<file path="config.mk">
export PLATFORM = sky130hd
export DESIGN_NAME = event_report_retry_table_unit
export DESIGN_NICKNAME = d
export VERILOG_FILES = /design/src/rtl/errt_pkg.sv /design/src/rtl/errt_regs.sv /design/src/rtl/event_report_retry_table_unit.sv
export SDC_FILE = /design/constraint.sdc
export NUM_CORES = 2
export LEC_CHECK = 0
export ABC_AREA = 1
export BUFFER_PORTS_ARGS = -buffer_cell sky130_fd_sc_hd__buf_2
export CAP_MARGIN = 20
export CORE_ASPECT_RATIO = 2
export CORE_MARGIN = 10
export CORE_UTILIZATION = 35
export CTS_CLUSTER_DIAMETER = 200
export DETAILED_ROUTE_END_ITERATION = 10
export PLACE_DENSITY = 0.6
export SYNTH_ARGS = -nofsm -noshare
export SYNTH_HDL_FRONTEND = slang
export SYNTH_SLANG_ARGS = --single-unit
</file>
<file path="constraint.sdc">
create_clock -name clk -period 13.94 [get_ports clk]
set_input_delay 2.788 -clock clk [delete_from_list [all_inputs] [get_ports clk]]
set_output_delay 2.788 -clock clk [all_outputs]
set_load 0.01 [all_outputs]
</file>
<file path="src/rtl/errt_pkg.sv">
// ----------------------------------------------------------------------------
// errt_pkg
// Shared types and constants of the event report retry table.
// ----------------------------------------------------------------------------
package errt_pkg;

	localparam int CODE_W   = 16;
	localparam int MAC_W    = 48;
	localparam int TIME_W   = 32;
	localparam int MASK_W   = 32;
	localparam int VAL_W    = 32;
	localparam int CNT_W    = 3;
	localparam int PADDR_W  = 6;
	localparam int PDATA_W  = 64;

	localparam logic [TIME_W-1:0] WAIT_TIME_RST   = 32'd60000;
	localparam logic [MASK_W-1:0] ENABLE_MASK_RST = 32'hFFFF_FFFF;

	typedef enum logic [1:0] {
		CMD_ADD   = 2'd0,
		CMD_ACK   = 2'd1,
		CMD_POLL  = 2'd2,
		CMD_CLEAR = 2'd3
	} cmd_t;

	typedef enum logic [2:0] {
		REG_ALL_ENABLE  = 3'd0,
		REG_ENABLE_MASK = 3'd1,
		REG_ALWAYS_MASK = 3'd2,
		REG_WAIT_TIME   = 3'd3,
		REG_OWN_MAC     = 3'd4
	} reg_idx_t;

	typedef struct packed {
		logic              all_enable;
		logic [MASK_W-1:0] enable_mask;
		logic [MASK_W-1:0] always_mask;
		logic [TIME_W-1:0] wait_time;
		logic [MAC_W-1:0]  own_mac;
	} cfg_t;

endpackage

</file>
<file path="src/rtl/errt_regs.sv">
// ----------------------------------------------------------------------------
// errt_regs
// APB register file holding the enable, masks, wait time and own address.
// ----------------------------------------------------------------------------
module errt_regs (
	input  logic                         clk,
	input  logic                         arst_n,
	input  logic                         psel,
	input  logic                         penable,
	input  logic                         pwrite,
	input  logic [errt_pkg::PADDR_W-1:0] paddr,
	input  logic [errt_pkg::PDATA_W-1:0] pwdata,
	output logic [errt_pkg::PDATA_W-1:0] prdata,
	output logic                         pready,
	output errt_pkg::cfg_t               cfg
);
	import errt_pkg::*;

	cfg_t       cfg_q;
	logic [2:0] reg_idx;
	logic       wr_en;

	assign reg_idx = paddr[PADDR_W-1:3];
	assign wr_en   = psel & penable & pwrite;
	assign pready  = 1'b1;
	assign cfg     = cfg_q;

	always_ff @(posedge clk or negedge arst_n) begin
		if (!arst_n) begin
			cfg_q.all_enable  <= 1'b1;
			cfg_q.enable_mask <= ENABLE_MASK_RST;
			cfg_q.always_mask <= '0;
			cfg_q.wait_time   <= WAIT_TIME_RST;
			cfg_q.own_mac     <= '0;
		end else if (wr_en) begin
			unique case (reg_idx)
				REG_ALL_ENABLE:  cfg_q.all_enable  <= pwdata[0];
				REG_ENABLE_MASK: cfg_q.enable_mask <= pwdata[MASK_W-1:0];
				REG_ALWAYS_MASK: cfg_q.always_mask <= pwdata[MASK_W-1:0];
				REG_WAIT_TIME:   cfg_q.wait_time   <= pwdata[TIME_W-1:0];
				REG_OWN_MAC:     cfg_q.own_mac     <= pwdata[MAC_W-1:0];
				default: ;
			endcase
		end
	end

	always_comb begin
		unique case (reg_idx)
			REG_ALL_ENABLE:  prdata = {{(PDATA_W-1){1'b0}}, cfg_q.all_enable};
			REG_ENABLE_MASK: prdata = {{(PDATA_W-MASK_W){1'b0}}, cfg_q.enable_mask};
			REG_ALWAYS_MASK: prdata = {{(PDATA_W-MASK_W){1'b0}}, cfg_q.always_mask};
			REG_WAIT_TIME:   prdata = {{(PDATA_W-TIME_W){1'b0}}, cfg_q.wait_time};
			REG_OWN_MAC:     prdata = {{(PDATA_W-MAC_W){1'b0}}, cfg_q.own_mac};
			default:         prdata = '0;
		endcase
	end

endmodule

</file>
<file path="src/rtl/event_report_retry_table_unit.sv">
// ----------------------------------------------------------------------------
// event_report_retry_table_unit
// Pending event table with add, acknowledge, poll-driven retry and clear.
// ----------------------------------------------------------------------------
// One item is worked on at a time; in_stall stays high until it is done.
// Add, acknowledge and poll scan the table one slot per cycle through a
// single comparator fed by a registered table read, so their cost is set by
// SLOTS. An add stops early at a free slot and an acknowledge at a matching
// slot; a poll that reports is held longer while out_stall holds the result.
// Clear, a dropped add and a poll that is disabled, out of network or
// inside the wait window are done without a scan. Report values beyond the
// stored count read as zero.
module event_report_retry_table_unit #(
	parameter int SLOTS      = 8,
	parameter int MAX_VALUES = 4
) (
	input  logic                         clk,
	input  logic                         arst_n,
	// configuration
	input  logic                         psel,
	input  logic                         penable,
	input  logic                         pwrite,
	input  logic [errt_pkg::PADDR_W-1:0] paddr,
	input  logic [errt_pkg::PDATA_W-1:0] pwdata,
	output logic [errt_pkg::PDATA_W-1:0] prdata,
	output logic                         pready,
	// input items
	input  logic                         in_valid,
	output logic                         in_stall,
	input  logic [1:0]                   command,
	input  logic [errt_pkg::TIME_W-1:0]  now_time,
	input  logic [errt_pkg::CODE_W-1:0]  ev_code,
	input  logic [errt_pkg::MASK_W-1:0]  event_mask,
	input  logic [errt_pkg::MAC_W-1:0]   mac,
	input  logic                         mac_given,
	input  logic [errt_pkg::CNT_W-1:0]   value_count,
	input  logic [errt_pkg::VAL_W-1:0]   value_0,
	input  logic [errt_pkg::VAL_W-1:0]   value_1,
	input  logic [errt_pkg::VAL_W-1:0]   value_2,
	input  logic [errt_pkg::VAL_W-1:0]   value_3,
	input  logic                         in_net,
	// result items
	output logic                         out_valid,
	input  logic                         out_stall,
	output logic [errt_pkg::CODE_W-1:0]  report_code,
	output logic [errt_pkg::MAC_W-1:0]   report_mac,
	output logic [errt_pkg::CNT_W-1:0]   report_count,
	output logic [errt_pkg::VAL_W-1:0]   report_value_0,
	output logic [errt_pkg::VAL_W-1:0]   report_value_1,
	output logic [errt_pkg::VAL_W-1:0]   report_value_2,
	output logic [errt_pkg::VAL_W-1:0]   report_value_3
);
	import errt_pkg::*;

	localparam int IW    = (SLOTS > 1) ? $clog2(SLOTS) : 1;
	localparam int NV    = (MAX_VALUES < 4) ? MAX_VALUES : 4;
	localparam int ROW_W = NV * VAL_W;
	localparam int CMAX  = (MAX_VALUES > 7) ? 7 : MAX_VALUES;
	localparam logic [CNT_W-1:0] CNT_MAX  = CNT_W'(CMAX);
	localparam logic [IW-1:0]    LAST_IDX = IW'(SLOTS - 1);

	typedef enum logic [2:0] {
		ST_IDLE,
		ST_SCAN,
		ST_WRITE,
		ST_FETCH,
		ST_REPORT
	} state_t;

	cfg_t cfg;

	errt_regs u_regs (
		.clk     (clk),
		.arst_n  (arst_n),
		.psel    (psel),
		.penable (penable),
		.pwrite  (pwrite),
		.paddr   (paddr),
		.pwdata  (pwdata),
		.prdata  (prdata),
		.pready  (pready),
		.cfg     (cfg)
	);

	// table storage
	logic [CODE_W-1:0] code_mem     [SLOTS];
	logic [MAC_W-1:0]  addr_mem     [SLOTS];
	logic [CNT_W-1:0]  cnt_mem      [SLOTS];
	logic [ROW_W-1:0]  vals_mem     [SLOTS];
	logic [TIME_W-1:0] created_mem  [SLOTS];
	logic [TIME_W-1:0] reported_mem [SLOTS];
	logic [SLOTS-1:0]  valid_q;

	logic [CODE_W-1:0] rd_code_q;
	logic [MAC_W-1:0]  rd_addr_q;
	logic [CNT_W-1:0]  rd_cnt_q;
	logic [ROW_W-1:0]  rd_vals_q;
	logic [TIME_W-1:0] rd_created_q;
	logic [TIME_W-1:0] rd_reported_q;

	state_t            state_q;
	cmd_t              cmd_q;
	logic [TIME_W-1:0] now_q;
	logic [CODE_W-1:0] code_q;
	logic [MAC_W-1:0]  addr_q;
	logic [CNT_W-1:0]  cnt_q;
	logic [ROW_W-1:0]  vals_q;
	logic [TIME_W-1:0] wait_stamp_q;
	logic [TIME_W-1:0] best_q;
	logic [IW-1:0]     pick_q;
	logic              found_q;
	logic [IW-1:0]     idx_q;
	logic              iss_act_q;
	logic              cmp_v_s1;
	logic [IW-1:0]     idx_s1;
	logic              last_s1;

	logic              out_valid_q;
	logic [CODE_W-1:0] rep_code_q;
	logic [MAC_W-1:0]  rep_mac_q;
	logic [CNT_W-1:0]  rep_cnt_q;
	logic [ROW_W-1:0]  rep_vals_q;

	logic              accept;
	logic              report_load;
	logic [IW-1:0]     rd_idx;
	logic              add_ok;
	logic              poll_ok;
	logic [TIME_W-1:0] elapsed;
	logic [CNT_W-1:0]  cnt_sat;
	logic [ROW_W-1:0]  vals_in;
	logic [VAL_W-1:0]  in_vals [4];
	logic              poll_hit;

	assign in_stall    = (state_q != ST_IDLE);
	assign accept      = in_valid && (state_q == ST_IDLE);
	assign report_load = (state_q == ST_REPORT) && (!out_valid_q || !out_stall);
	assign rd_idx      = (state_q == ST_SCAN) ? idx_q : pick_q;

	assign add_ok  = cfg.all_enable && ((event_mask & (cfg.enable_mask | cfg.always_mask)) != '0);
	assign elapsed = now_time - wait_stamp_q;
	assign poll_ok = cfg.all_enable && in_net &&
	                 !((wait_stamp_q != '0) && (elapsed < cfg.wait_time));
	assign cnt_sat = (value_count > CNT_MAX) ? CNT_MAX : value_count;

	assign in_vals[0] = value_0;
	assign in_vals[1] = value_1;
	assign in_vals[2] = value_2;
	assign in_vals[3] = value_3;

	always_comb begin
		for (int i = 0; i < NV; i++) begin
			vals_in[i*VAL_W +: VAL_W] = (CNT_W'(i) < cnt_sat) ? in_vals[i] : '0;
		end
	end

	assign poll_hit = valid_q[idx_s1] && (rd_reported_q < best_q);

	// captured item
	always_ff @(posedge clk) begin
		if (accept) begin
			cmd_q  <= cmd_t'(command);
			now_q  <= now_time;
			code_q <= ev_code;
			addr_q <= mac_given ? mac : cfg.own_mac;
			cnt_q  <= cnt_sat;
			vals_q <= vals_in;
		end
	end

	// table write and registered read
	always_ff @(posedge clk) begin
		if (state_q == ST_WRITE) begin
			code_mem[pick_q]     <= code_q;
			addr_mem[pick_q]     <= addr_q;
			cnt_mem[pick_q]      <= cnt_q;
			vals_mem[pick_q]     <= vals_q;
			created_mem[pick_q]  <= now_q;
			reported_mem[pick_q] <= '0;
		end else if (state_q == ST_FETCH) begin
			reported_mem[pick_q] <= now_q;
		end
		rd_code_q     <= code_mem[rd_idx];
		rd_addr_q     <= addr_mem[rd_idx];
		rd_cnt_q      <= cnt_mem[rd_idx];
		rd_vals_q     <= vals_mem[rd_idx];
		rd_created_q  <= created_mem[rd_idx];
		rd_reported_q <= reported_mem[rd_idx];
	end

	// result payload
	always_ff @(posedge clk) begin
		if (report_load) begin
			rep_code_q <= rd_code_q;
			rep_mac_q  <= rd_addr_q;
			rep_cnt_q  <= rd_cnt_q;
			rep_vals_q <= rd_vals_q;
		end
	end

	// sequencer
	always_ff @(posedge clk or negedge arst_n) begin
		if (!arst_n) begin
			state_q      <= ST_IDLE;
			valid_q      <= '0;
			wait_stamp_q <= '0;
			out_valid_q  <= 1'b0;
			best_q       <= '0;
			pick_q       <= '0;
			found_q      <= 1'b0;
			idx_q        <= '0;
			iss_act_q    <= 1'b0;
			cmp_v_s1     <= 1'b0;
			idx_s1       <= '0;
			last_s1      <= 1'b0;
		end else begin
			if (out_valid_q && !out_stall) begin
				out_valid_q <= 1'b0;
			end
			unique case (state_q)
				ST_IDLE: begin
					if (in_valid) begin
						best_q    <= now_time;
						pick_q    <= '0;
						found_q   <= 1'b0;
						idx_q     <= '0;
						iss_act_q <= 1'b1;
						cmp_v_s1  <= 1'b0;
						unique case (cmd_t'(command))
							CMD_ADD: begin
								if (add_ok) state_q <= ST_SCAN;
							end
							CMD_ACK: begin
								state_q <= ST_SCAN;
							end
							CMD_POLL: begin
								if (poll_ok) state_q <= ST_SCAN;
							end
							CMD_CLEAR: begin
								valid_q <= '0;
							end
						endcase
					end
				end
				ST_SCAN: begin
					if (iss_act_q) begin
						idx_q <= idx_q + 1'b1;
						if (idx_q == LAST_IDX) iss_act_q <= 1'b0;
					end
					cmp_v_s1 <= iss_act_q;
					idx_s1   <= idx_q;
					last_s1  <= (idx_q == LAST_IDX);
					if (cmp_v_s1) begin
						unique case (cmd_q)
							CMD_ADD: begin
								if (!valid_q[idx_s1]) begin
									pick_q  <= idx_s1;
									state_q <= ST_WRITE;
								end else begin
									if (rd_created_q < best_q) begin
										best_q <= rd_created_q;
										pick_q <= idx_s1;
									end
									if (last_s1) state_q <= ST_WRITE;
								end
							end
							CMD_ACK: begin
								if (valid_q[idx_s1] && (rd_code_q == code_q)) begin
									valid_q[idx_s1] <= 1'b0;
									wait_stamp_q    <= '0;
									state_q         <= ST_IDLE;
								end else if (last_s1) begin
									state_q <= ST_IDLE;
								end
							end
							CMD_POLL: begin
								if (poll_hit) begin
									best_q  <= rd_reported_q;
									pick_q  <= idx_s1;
									found_q <= 1'b1;
								end
								if (last_s1) begin
									state_q <= (found_q || poll_hit) ? ST_FETCH : ST_IDLE;
								end
							end
							CMD_CLEAR: begin
								state_q <= ST_IDLE;
							end
						endcase
					end
				end
				ST_WRITE: begin
					valid_q[pick_q] <= 1'b1;
					state_q         <= ST_IDLE;
				end
				ST_FETCH: begin
					wait_stamp_q <= now_q;
					state_q      <= ST_REPORT;
				end
				ST_REPORT: begin
					if (report_load) begin
						out_valid_q <= 1'b1;
						state_q     <= ST_IDLE;
					end
				end
				default: state_q <= ST_IDLE;
			endcase
		end
	end

	assign out_valid    = out_valid_q;
	assign report_code  = rep_code_q;
	assign report_mac   = rep_mac_q;
	assign report_count = rep_cnt_q;

	logic [VAL_W-1:0] rep_vals [4];

	always_comb begin
		for (int i = 0; i < 4; i++) begin
			rep_vals[i] = '0;
		end
		for (int i = 0; i < NV; i++) begin
			rep_vals[i] = rep_vals_q[i*VAL_W +: VAL_W];
		end
	end

	assign report_value_0 = rep_vals[0];
	assign report_value_1 = rep_vals[1];
	assign report_value_2 = rep_vals[2];
	assign report_value_3 = rep_vals[3];

endmodule

</file>
# Word level (Yosys, flattened, before mapping)
# Memory sizes are Yosys's and may differ from the RTL's. A register that Yosys moved wholly into a read port is not among the register bits.
# Index checks and enable logic that the tools add are counted.
[word_totals] reg_bits=658 ram_bits=2072 output_inout_bits=262 wordCells=202 mem_count=6
[mem_list] memory="vals_mem" depth=8 width=128 rd=1 rd_clocked_by_memory_dff=1 wr=1 line_no="event_report_retry_table_unit.sv:89" text="logic [ROW_W-1:0] vals_mem [SLOTS];"
[mem_list] memory="addr_mem" depth=8 width=48 rd=1 rd_clocked_by_memory_dff=1 wr=1 line_no="event_report_retry_table_unit.sv:87" text="logic [MAC_W-1:0] addr_mem [SLOTS];"
[mem_list] memory="created_mem" depth=8 width=32 rd=1 rd_clocked_by_memory_dff=1 wr=1 line_no="event_report_retry_table_unit.sv:90" text="logic [TIME_W-1:0] created_mem [SLOTS];"
[mem_list] memory="reported_mem" depth=8 width=32 rd=1 rd_clocked_by_memory_dff=1 wr=1 line_no="event_report_retry_table_unit.sv:91" text="logic [TIME_W-1:0] reported_mem [SLOTS];"
[mem_list] memory="code_mem" depth=8 width=16 rd=1 rd_clocked_by_memory_dff=1 wr=1 line_no="event_report_retry_table_unit.sv:86" text="logic [CODE_W-1:0] code_mem [SLOTS];"
[mem_list] memory="cnt_mem" depth=8 width=3 rd=1 rd_clocked_by_memory_dff=1 wr=1 line_no="event_report_retry_table_unit.sv:88" text="logic [CNT_W-1:0] cnt_mem [SLOTS];"
[classes] n_addsub=2 magnitude_cmp=12 n_eq_ne=36 muxes=69 n_bitwise=8 n_reduce_logical=39
[ops] operator="32-bit two-way mux" n=9
[ops] operator="48-bit case mux with 5 select lines" n=1
[ops] operator="32-bit case mux with 2 select lines" n=3
[ops] operator="32-bit < comparator" n=3
[ops] operator="32-bit nonzero test" n=2
[ops] operator="3-bit two-way mux" n=18
[ops] operator="48-bit two-way mux" n=1
[ops] operator="8-bit two-way mux" n=5
[ops] operator="32-bit AND" n=1
[ops] operator="32-bit OR" n=1
[ops] operator="32-bit subtractor" n=1
[ops] operator="3-bit case mux with 4 select lines" n=2
[ops] operator="8-bit case mux with 3 select lines" n=1
[ops] operator="1-bit two-way mux" n=18
[ops] operator="3-bit inequality test (second input constant)" n=6
[ops] operator="3-bit case mux with 2 select lines" n=3
[ops] operator="16-bit == test" n=1
[ops] operator="3-bit by 2-bit == test with 1-bit output (second input constant)" n=4
[ops] operator="4-bit inequality test (second input constant)" n=3
[ops] operator="2-bit AND reduction" n=6
[ops] operator="6-bit AND reduction" n=2
[ops] operator="1-bit logical AND" n=11
[ops] operator="2-bit inequality test (second input constant)" n=5
[ops] operator="3-bit == test (second input constant)" n=3
[ops] operator="33 further kinds" n=56

# Depth between registers and ports, before layout
[logic_depth] depth_word=10 ltp_mapped=27

# Hierarchy
# A second synthesis with hierarchy kept.
[hier_totals] hier_cells=9162 hier_area_um2=115090.4
[modules_own_cells] module="event_report_retry_table_unit" instances=1 cells_per_inst=8295 area_each_um2=108064.9
[modules_own_cells] module="errt_regs" instances=1 cells_per_inst=867 area_each_um2=7025.5

# Worst setup path before layout
# No wires, ideal clock.
[synth_timing] kind="input-to-reg" start="input port in_valid" end="register idx_q[1]" setup_time_ns=0.083 arrival_time_ns=13.708 slack_ns=0.149 path_stages=6 n_path_buf=0 path_cell_list="inv_1 -> nor2_1 -> inv_1 -> nand2_1 -> nand3_1 -> o21ai_0"
[synth_via] elab_chain_cells=2
[synth_rtl] item="from (decl)" line_no="event_report_retry_table_unit.sv:28" text="input logic in_valid,"
[synth_rtl] item="2-bit inequality test (no source line)"
[synth_rtl] item="3-bit AND reduction (no source line)"
[synth_rtl] item="to (signal assigned)" line_no="event_report_retry_table_unit.sv:247" text="idx_q <= idx_q + 1'b1;"
[synth_rtl] item="to (decl)" line_no="event_report_retry_table_unit.sv:112" text="logic [IW-1:0] idx_q;"
# No other way between the ends.
# A chain may end at the register's enable or synchronous reset.

# Worst setup path in the final report
[layout_timing] start="input port paddr[5] (netlist bit)" end="output port prdata[25] (netlist bit)"
[layout_via] elab_chain_cells=2 elab_cells_between_ends=6 cone_classes="eq/ne: 4; mux: 1; reduce/logical: 1"
[layout_rtl] item="from (decl)" line_no="event_report_retry_table_unit.sv:23" text="input logic [errt_pkg::PADDR_W-1:0] paddr,"
[layout_rtl] item="3-bit == test (tied with other cells)" line_no="errt_regs.sv:48" text="unique case (reg_idx)"
[layout_rtl] item="48-bit case mux with 5 select lines *" line_no="errt_regs.sv:48"
[layout_rtl] item="to (decl)" line_no="event_report_retry_table_unit.sv:25" text="output logic [errt_pkg::PDATA_W-1:0] prdata,"
# Mark *: on every way between the ends. The rest lies on a longest branch, timed or not.

==> metrics.md <==
| Metric | Value |
|---|---|
| Status | finished clean |
| Worst hold path type | reg -> reg |
| Fin crit share | between 50% and 60% |
| Drt first-iter violations | 5378 |
| Gr ovfl total | 0 |
| Leakage | roughly 0.046 µW |
| Core ar. | 325000 µm² |
| Reg2Reg Setup Slack | 8.11 ns |
| Final WS setup | slightly below 7 ns |
| Sink Count | around 3000 |
| Final worst path period need | slightly above 7 ns |
| Main synth FF type | edfxtp_1 |
| Row cnt | ~300 |
| Dpl hpwl | 198 mm |
| FF-to-FF End | rd_vals_q[106]$_DFF_P_ |
| Critical R2R Launch | state_q[0]$_DFFE_PN0P_ |
| Postcts setup bufs | 0 |
| Clock share of power | 28.2% |
| Fin. Hold Viols | 0 |
| H-tree Lvls | 5 |
| CP startpoint | paddr[5] |
| Syn Area/Cell | ~13 µm² |
| Reg2Reg Depth | 13 |
| CP Max Fanout | 26 |
| Crit path capture type | primary output |
| Ys async rst share | about 7.8% |
| Worst-Skew Late Latency | ~0.9 ns |
| Fin nets | about 9900 |
| Worst path max stage delay | roughly 0.55 ns |
| Via density | 5.13 |
| Post-synth EDFFs | roughly 2500 |
| Global Route Usage Sum | 18.0% |
| Syn-to-layout area delta | 14.5% |
| First-pass GRT wire length | ~480 mm |
| IO Port Bufs | around 570 |
| Cell Count, Final, Fillers Out | around 14000 |
| Setup Viol. Count Final | 0 |
| CTS tree | yes |
| Internal | 17800 µW |
| Final ANT Viol Nets | 0 |
| Crit path kind | in -> out |
| Peak supply drop | about 0.24 mV |
| Worst-Margin Slew | between 1 and 1.5 ns |
| Cells along the critical path | buf_2 -> nor3_2 -> buf_4 -> a221o_1 -> buf_2 |
| Synthesized cell area | approximately 110000 µm² |
| Max-cap viol count | 0 |
| IO Pins | 602 |
| Die H | 828 µm |
| Sequential cell area fraction in the yosys report | 75.4% |
| CP arrival | 4.42 ns |
| Initial antenna violation count | 35 |
| GPL Wtd Cong | about 0.9 |
| Core Util, Final | 40.3% |
| Pwr Density | around 210 nW/µm² |
| Switch share | 35.6% |
| Crit path capture | prdata[25] |
| Pre-CTS setup slack | 6.77 ns |
| Netlist cell types | 54 |
| Combinational share of power | 29.3% |
| Cell mode on critical path | buf_2 |
| Worst path slowest cell | nor3_2 |
| Largest net degree at the start of global routing | between 150 and 200 |
| Setup crit start kind | input port |
| CTS Buf Count | roughly 280 |
| Final Cell Area | about 130000 µm² |
| DP Cell Count | between 10000 and 15000 |
| Net Switching | between 9000 and 10000 µW |
| Register bit total from synthesis | 2989 |
| Hold-fix buffers, CTS | 0 |
| Via count | between 70000 and 80000 |
| Clock root buffer | clkbuf_16 |
| Post-Route WL | 329 mm |
| Maximum clock path buffer count | 4 |
| Most common cell after layout, fill and taps aside | edfxtp_1 |
| Full die area | 351000 µm² |
| Mapped Cells | about 9000 |
| Share of cells above drive strength 1 | roughly 12% |
| DR WL/cell | ~23 µm |
| Post-CTS Resized | 0 |
| Most frequent cells in the layout | edfxtp_1 (2496), nor2_1 (2031), o21ai_0 (1088) |
| RSZ-0062 raised after global routing | false |
| Clock transition at path regs | roughly 0.06 ns |
| Worst path required time | roughly 11 ns |
| Dpl cell area | 121000 µm² |
| Die width | about 420 µm |
| FMAX | about 140 MHz |
| Fin Setup TNS | 0 ns |
| # DRC | 0 |
| Yosys warnings | 0 |
| Vias in the first global route | roughly 73000 |
| 1st-pass router iterations | 6 |
| Relative slew slack | around 26% |
| Clk_skew | ~0.061 ns |
| Max Slew Vio Count | 0 |
| Power share of the sequential group | a little over two fifths |
| Initial Util | between 30% and 40% |
-- final cells by class --
cell class | count | area (µm²)
clock inverters | 133 | 1420
clock buffers | 373 | 7820
repair buffers | 684 | 3940
well taps | 4321 | 5410
inverters | 424 | 1610
flip-flops and latches | 2989 | 86000
diodes | 13 | 32.5
fillers | 30043 | 194000
multi-input cells | 5086 | 24500
-- critical path: cells and delay by family --
family                 cells  cell delay, ns
AND/OR/NAND/NOR            1            0.55
AO/OA/AOI/OAI              1            0.25
buffers and inverters      3            0.78
-- power groups by stage --
stage | registers [µW] | clock network (µW) | logic (µW)
after floorplan | 11700 | 0 | 5710
after global placement | 11900 | 0 | 7930
after detailed placement | 11900 | 0 | 8130
after CTS | 11700 | 7960 | 8170
after global routing | 11800 | 8280 | 9090
final | 11700 | 7770 | 8070
-- logic make-up after synthesis --
kind of cell	Yosys count	synth area share [%]
xor+xnor	41	0.315
other cells	2	0.00658
flops	2989	75.4
fa+ha+maj	127	1.40
buf+inv	942	3.41
simple gates	2812	9.48
compound gates	2089	10.0
-- how the worst min path moves through the flow --
stage	startpoint	end	slack, ns	cells after the start
after global placement	rd_vals_q[67]$_DFF_P_	rep_vals_q[67]$_DFFE_PP_	0.39	0
after CTS	rd_vals_q[1]$_DFF_P_	rep_vals_q[1]$_DFFE_PP_	0.40	0
final	rd_vals_q[13]$_DFF_P_	rep_vals_q[13]$_DFFE_PP_	0.40	0
after floorplan	rd_vals_q[0]$_DFF_P_	rep_vals_q[0]$_DFFE_PP_	0.39	0
after detailed placement	rd_addr_q[24]$_DFF_P_	report_mac[24]$_DFFE_PP_	0.39	0
after global routing	rd_vals_q[110]$_DFF_P_	rep_vals_q[110]$_DFFE_PP_	0.40	0
-- registers in the layout, indices dropped and copies added (netlist names), 48 cells and up --
signal and cells:
created_mem 256, rep_vals_q 128, reported_mem 256, rd_vals_q 128, rd_addr_q 48, vals_mem 1024
u_regs.cfg 145, addr_mem 384, report_mac 48, code_mem 128, vals_q 128, addr_q 48
-- metal layers --
metal	GRT usage, %	vias up	wire [µm]
met3	2.65	622	17600
met2	32.7	2451	169000
met1	20.5	35966	125000
met5	0	-	26
li1	-	32925	-
met4	9.07	4	17600
-- synthesized netlist by cell type (21+ instances only) --
cell	n	area (µm²)
a21oi_1	115	576
inv_1	415	1560
o21ai_1	248	1240
dfrtp_1	194	4850
nand2_1	596	2240
a221o_1	31	310
dfstp_2	40	1050
clkbuf_1	315	1180
nand3_1	103	515
nor3_1	27	135
xnor2_1	21	184
a31oi_1	263	1650
ha_1	126	1580
dfxtp_1	259	5180
buf_4	38	285
buf_2	144	721
nor2_1	2052	7700
edfxtp_1	2496	75000
o22ai_1	290	1810
o21ai_0	1091	5460
-- stage by stage --
stage,hold WS [ns],power [µW]
3_3_place_gp,0.388,19800
5_1_grt,0.404,29200
3_5_place_dp,0.389,20000
6_report,0.400,27600
4_1_cts,0.398,27900
2_1_floorplan,0.386,17400
Note: power is estimated with default switching activity, not from simulation.
